$ cat src/design/aspn_pkg.sv
// Package of the section peak normaliser: sizes, request and register codes,
// controller command and status structs, and the sample magnitude function.
// Depends on nothing.
`default_nettype none

package aspn_pkg;

    localparam int FRAME_DEPTH    = 4096;
    localparam int SAMPLE_BITS    = 24;
    localparam int FRAC_BITS      = SAMPLE_BITS - 4;
    localparam int ADDR_BITS      = $clog2(FRAME_DEPTH);
    localparam int FRAME_BITS     = 2 * SAMPLE_BITS;
    localparam int INDEX_BITS     = 12;
    localparam int REQ_BITS       = 2;
    localparam int START_BITS     = 12;
    localparam int END_BITS       = 13;
    localparam int CFG_INDEX_BITS = 2;
    localparam int CFG_DATA_BITS  = 13;

    localparam int NUM_BITS = SAMPLE_BITS + FRAC_BITS + 1;
    localparam int QUO_BITS = SAMPLE_BITS + 1;
    localparam int DIV_BITS = FRAC_BITS + 1;
    localparam int CNT_BITS = $clog2(QUO_BITS);

    typedef logic signed [SAMPLE_BITS-1:0] sample_t;
    typedef logic [SAMPLE_BITS-1:0]        mag_t;

    localparam mag_t Q_ONE = mag_t'(1) << FRAC_BITS;

    localparam logic [REQ_BITS-1:0] REQ_CLEAR = 2'd0;
    localparam logic [REQ_BITS-1:0] REQ_LOAD  = 2'd1;
    localparam logic [REQ_BITS-1:0] REQ_READ  = 2'd2;

    localparam logic [CFG_INDEX_BITS-1:0] CFG_STEREO = 2'd0;
    localparam logic [CFG_INDEX_BITS-1:0] CFG_START  = 2'd1;
    localparam logic [CFG_INDEX_BITS-1:0] CFG_END    = 2'd2;

    typedef struct packed {
        logic clear_peak;
        logic load_frame;
        logic read_frame;
        logic div_start;
        logic div_step;
        logic out_load;
    } cmd_t;

    typedef struct packed {
        logic scale;
        logic div_last;
        logic out_free;
    } status_t;

    function automatic mag_t magnitude(input sample_t v);
        if (v[SAMPLE_BITS-1])
        begin
            return mag_t'(~v) + mag_t'(1);
        end
        return mag_t'(v);
    endfunction

endpackage

`default_nettype wire

$ cat src/design/aspn_ctrl.sv
// Controller of the section peak normaliser: request decode and the state
// machine that sequences frame reads, division and the response register.
// Depends on aspn_pkg.
`default_nettype none

module aspn_ctrl (
    input  wire logic                          clk,
    input  wire logic                          rst_n,
    input  wire logic                          req_valid,
    input  wire logic [aspn_pkg::REQ_BITS-1:0] req_type,
    output      logic                          req_ready,
    input  wire aspn_pkg::status_t             status,
    output      aspn_pkg::cmd_t                cmd
);

    typedef enum logic [3:0] {
        S_IDLE   = 4'b0001,
        S_FETCH  = 4'b0010,
        S_DIVIDE = 4'b0100,
        S_WAIT   = 4'b1000
    } state_t;

    state_t state_reg;
    state_t state_next;

    always_ff @(posedge clk or negedge rst_n)
    begin
        if (!rst_n)
        begin
            state_reg <= S_IDLE;
        end
        else
        begin
            state_reg <= state_next;
        end
    end

    assign req_ready = state_reg == S_IDLE;

    always_comb
    begin
        state_next = state_reg;
        cmd        = '0;
        unique case (state_reg)
            S_IDLE:
            begin
                if (req_valid)
                begin
                    unique case (req_type)
                        aspn_pkg::REQ_CLEAR: cmd.clear_peak = 1'b1;
                        aspn_pkg::REQ_LOAD:  cmd.load_frame = 1'b1;
                        aspn_pkg::REQ_READ:
                        begin
                            cmd.read_frame = 1'b1;
                            state_next     = S_FETCH;
                        end
                        default: ;
                    endcase
                end
            end
            S_FETCH:
            begin
                if (status.scale)
                begin
                    cmd.div_start = 1'b1;
                    state_next    = S_DIVIDE;
                end
                else
                begin
                    state_next = S_WAIT;
                end
            end
            S_DIVIDE:
            begin
                cmd.div_step = 1'b1;
                if (status.div_last)
                begin
                    state_next = S_WAIT;
                end
            end
            S_WAIT:
            begin
                if (status.out_free)
                begin
                    cmd.out_load = 1'b1;
                    state_next   = S_IDLE;
                end
            end
            default:
            begin
                state_next = S_IDLE;
            end
        endcase
    end

endmodule

`default_nettype wire

$ cat config.mk
export PLATFORM = sky130hd
export DESIGN_NAME = aspn_ctrl
export DESIGN_NICKNAME = d
export VERILOG_FILES = /design/src/design/aspn_pkg.sv /design/src/design/aspn_ctrl.sv
export SDC_FILE = /design/constraint.sdc
export NUM_CORES = 1
export LEC_CHECK = 0
export ABC_AREA = 1
export ABC_CLOCK_PERIOD_IN_PS = 1600
export BUFFER_PORTS_ARGS = -buffer_cell sky130_fd_sc_hd__buf_2
export CAP_MARGIN = 40
export CELL_PAD_IN_SITES_DETAIL_PLACEMENT = 0
export CELL_PAD_IN_SITES_GLOBAL_PLACEMENT = 1
export CORE_AREA = 8 8 45 47
export CTS_BUF_LIST = sky130_fd_sc_hd__clkbuf_4 sky130_fd_sc_hd__clkbuf_8
export DETAILED_ROUTE_END_ITERATION = 10
export DIE_AREA = 0 0 53 55
export GPL_TIMING_DRIVEN = 0
export PLACE_DENSITY_LB_ADDON = 0.1
export SLEW_MARGIN = 20
export SYNTH_ARGS = -nofsm -noshare
export SYNTH_HDL_FRONTEND = slang
export SYNTH_SLANG_ARGS = --single-unit
$ cat constraint.sdc
create_clock -name clk -period 1.6 [get_ports clk]
set_clock_uncertainty 0.05 [all_clocks]
set_input_delay 0 -clock clk [delete_from_list [all_inputs] [get_ports clk]]
set_output_delay 0 -clock clk [all_outputs]
set_load 0.005 [all_outputs]
==> impl_metrics.ini <==
[status]
status = complete, no violations

[grt]
grt_pass1_vias = 308
grt_max_degree = 7
grt_pass1_wl_mm = 1.28
antenna_found_initial = 0
grt_overflow = 0
grt_util_all_layers_pct = 6.36

[placed_design]
hpwl_um = 593
post-place-ws_ns = 0.405
gp_congestion = 0.697
place_inst = 73
io_buffers = 14

[sta]
slew_viol_final = 0
finalSetupViolations = 0
rsz0062_at_grt = false
fin_ws_ns = 0.228
period_share_pct = 85.8
relSlewSlack_pct = 87.4
hold_slack_ns = 0.0156
hold_viol = 0
max_slew.worst_pin.slew_ns = 0.188
fin_setup_tns_ns = 0
period_needed_ns = 1.37
max_freq_ghz = 0.729

[synthesis]
syn-num-nets = 51
syn_area_per_cell_um2 = 6.52
synth_area_leader_cell = dfrtp_1
synth-seq-cells = 4
synthTopCellsByArea = dfrtp_1 27%, inv_1 11%, nand2_1 11%
ys_seq_area_share_pct = 36.2
synth_cell_type_count = 14
syn_area_um2 = 280
synth.top_cell.area_share_pct = 26.8
synth_warnings = 0
synth_cells = 43

[worst_setup_path]
critPathBufInv = 3
path_class = reg2out
cp.required_ns = 1.55
start_kind = flip-flop
cp_data_arrival_time_ns = 1.32
path_cells = inv_1 -> nor2_2 -> nand2_2 -> inv_2 -> nand2_1 -> nor2_1 -> buf_2
endpoint_kind = output port
slowest_stage = dfstp_2
critPathTopFamily = flip-flops
slowest_delay_ns = 0.52
cp_max_fo = 6

[route]
totalWireLength_um = 716
postRouteAntennaNets = 0
drc = 0
vias = 321
avgViaCountPerCell = 4.01
dr.pass1.iters = 2
drt_iter0_drc = 5
wl_per_cell_um = 8.95

[cts]
htreeDepth = 1
clk_pin_slew_ns = 0.04
cts_buffers = 3
clock_latency_ns = 0.24
clk_path_buf_depth = 2
cts_tree = yes
cts_resized = 0
root_buffer = clkbuf_4
clkSinkCount = 4

[die]
core_area_um2 = 1380
initial_core_util_pct = 20.3
io_pins = 15
rows = 14
dieHeight_um = 55
die_area_um2 = 2920
die_w_um = 53

[layout]
diodes = 0
final_cells = 80
drive_gt1_share_pct = 39.1
nFillCells = 155
largest_reg_flops = 4
multi_input_area_um2 = 145
final_cell_mix = 14 x buf_2, 8 x inv_1, 8 x nand2_1, 7 x nor2_1
final_nets = 73
regArea_um2 = 101
area_delta_synth_final_pct = 53.6
final_common_cell = buf_2

[hold_path]
worst_hold_path_type = in2reg

[flow_run]
drv_cap = 0

[power_and_ir_drop]
max-vdd-ir-drop_mv = 0.298
p_per_area_nw_per_um2 = 1060
finalPower_mw = 0.458
p_leak_nw = 0.259
-- synthesized netlist by cell type --
master and n:
inv_2 1, nor2_4 1, o21ai_1 1, inv_1 8, nor2_1 7, nor2_2 3
o21bai_1 1, nand2_1 8, nand3_1 4, o21ai_0 1, dfstp_2 1, dfrtp_1 3
nor3_1 3, nand2_2 1
-- kinds of logic after synthesis --
family | share of synthesized area [%]
DFF | 36.2
and+or+nand+nor | 45.5
buffers and inverters | 12.1
AOI/OAI and AO/OA | 6.25
-- area by class of cell --
cell class,instances,share of cell area [%]
inverter,9,7.85
sequential,4,23.5
timing repair buffer,17,23.3
tap,16,4.65
multi-input combinational,30,33.7
clock buffer,4,6.98
-- final timing paths --
| path | startpoint | to | slack, ns | cells past startpoint |
|---|---|---|---|---|
| min in group asynchronous | rst_n | state_reg[3] | 0.04 | 2 |
| worst min-delay path | status[0] | state_reg[3] | 0.02 | 4 |
| worst max register to register | state_reg[0] | state_reg[3] | 0.41 | 7 |
| worst max-delay path | state_reg[0] | cmd[4] | 0.23 | 7 |
| worst min register to register | state_reg[2] | state_reg[3] | 0.56 | 3 |
| max in group asynchronous | rst_n | state_reg[0] | 1.26 | 2 |
-- metrics by stage --
| stage | instance area (um2) | utilization [%] |
|---|---|---|
| final | 430 | 31.1 |
| after global routing | 430 | 31.1 |
| after CTS | 430 | 31.1 |
| after detailed placement | 370 | 26.8 |
| after global placement | 370 | 26.8 |
| after floorplan | 280 | - |
-- per-layer routing --
| layer | vias up | track usage (%) | routed length (um) | share of wire, % |
|---|---|---|---|---|
| met1 | 136 | 7.04 | 315 | 44 |
| li1 | 173 | - | - | - |
| met4 | 0 | 10.3 | 35 | 4.9 |
| met2 | 8 | 8.20 | 347 | 48 |
| met3 | 4 | 1.07 | 17 | 2.4 |
| met5 | - | 0 | 0 | 0 |
-- where the power goes --
part,switching (mW),internal [mW]
Clock,0.0458,0.111
Combinational,0.0998,0.0671
Sequential,0.0102,0.124
-- timing repair --
item                      4_1_cts  5_1_grt
hold endpoints to repair        7        0
setup buffers                   0        0
hold buffers                    3        0
-- tightest hold or removal path: stages --
cell and delay [ns]:
buf_2 0.08, inv_1 0.04, nand3_1 0.09, nand2_1 0.06
Power figures use the tool's default switching activity.
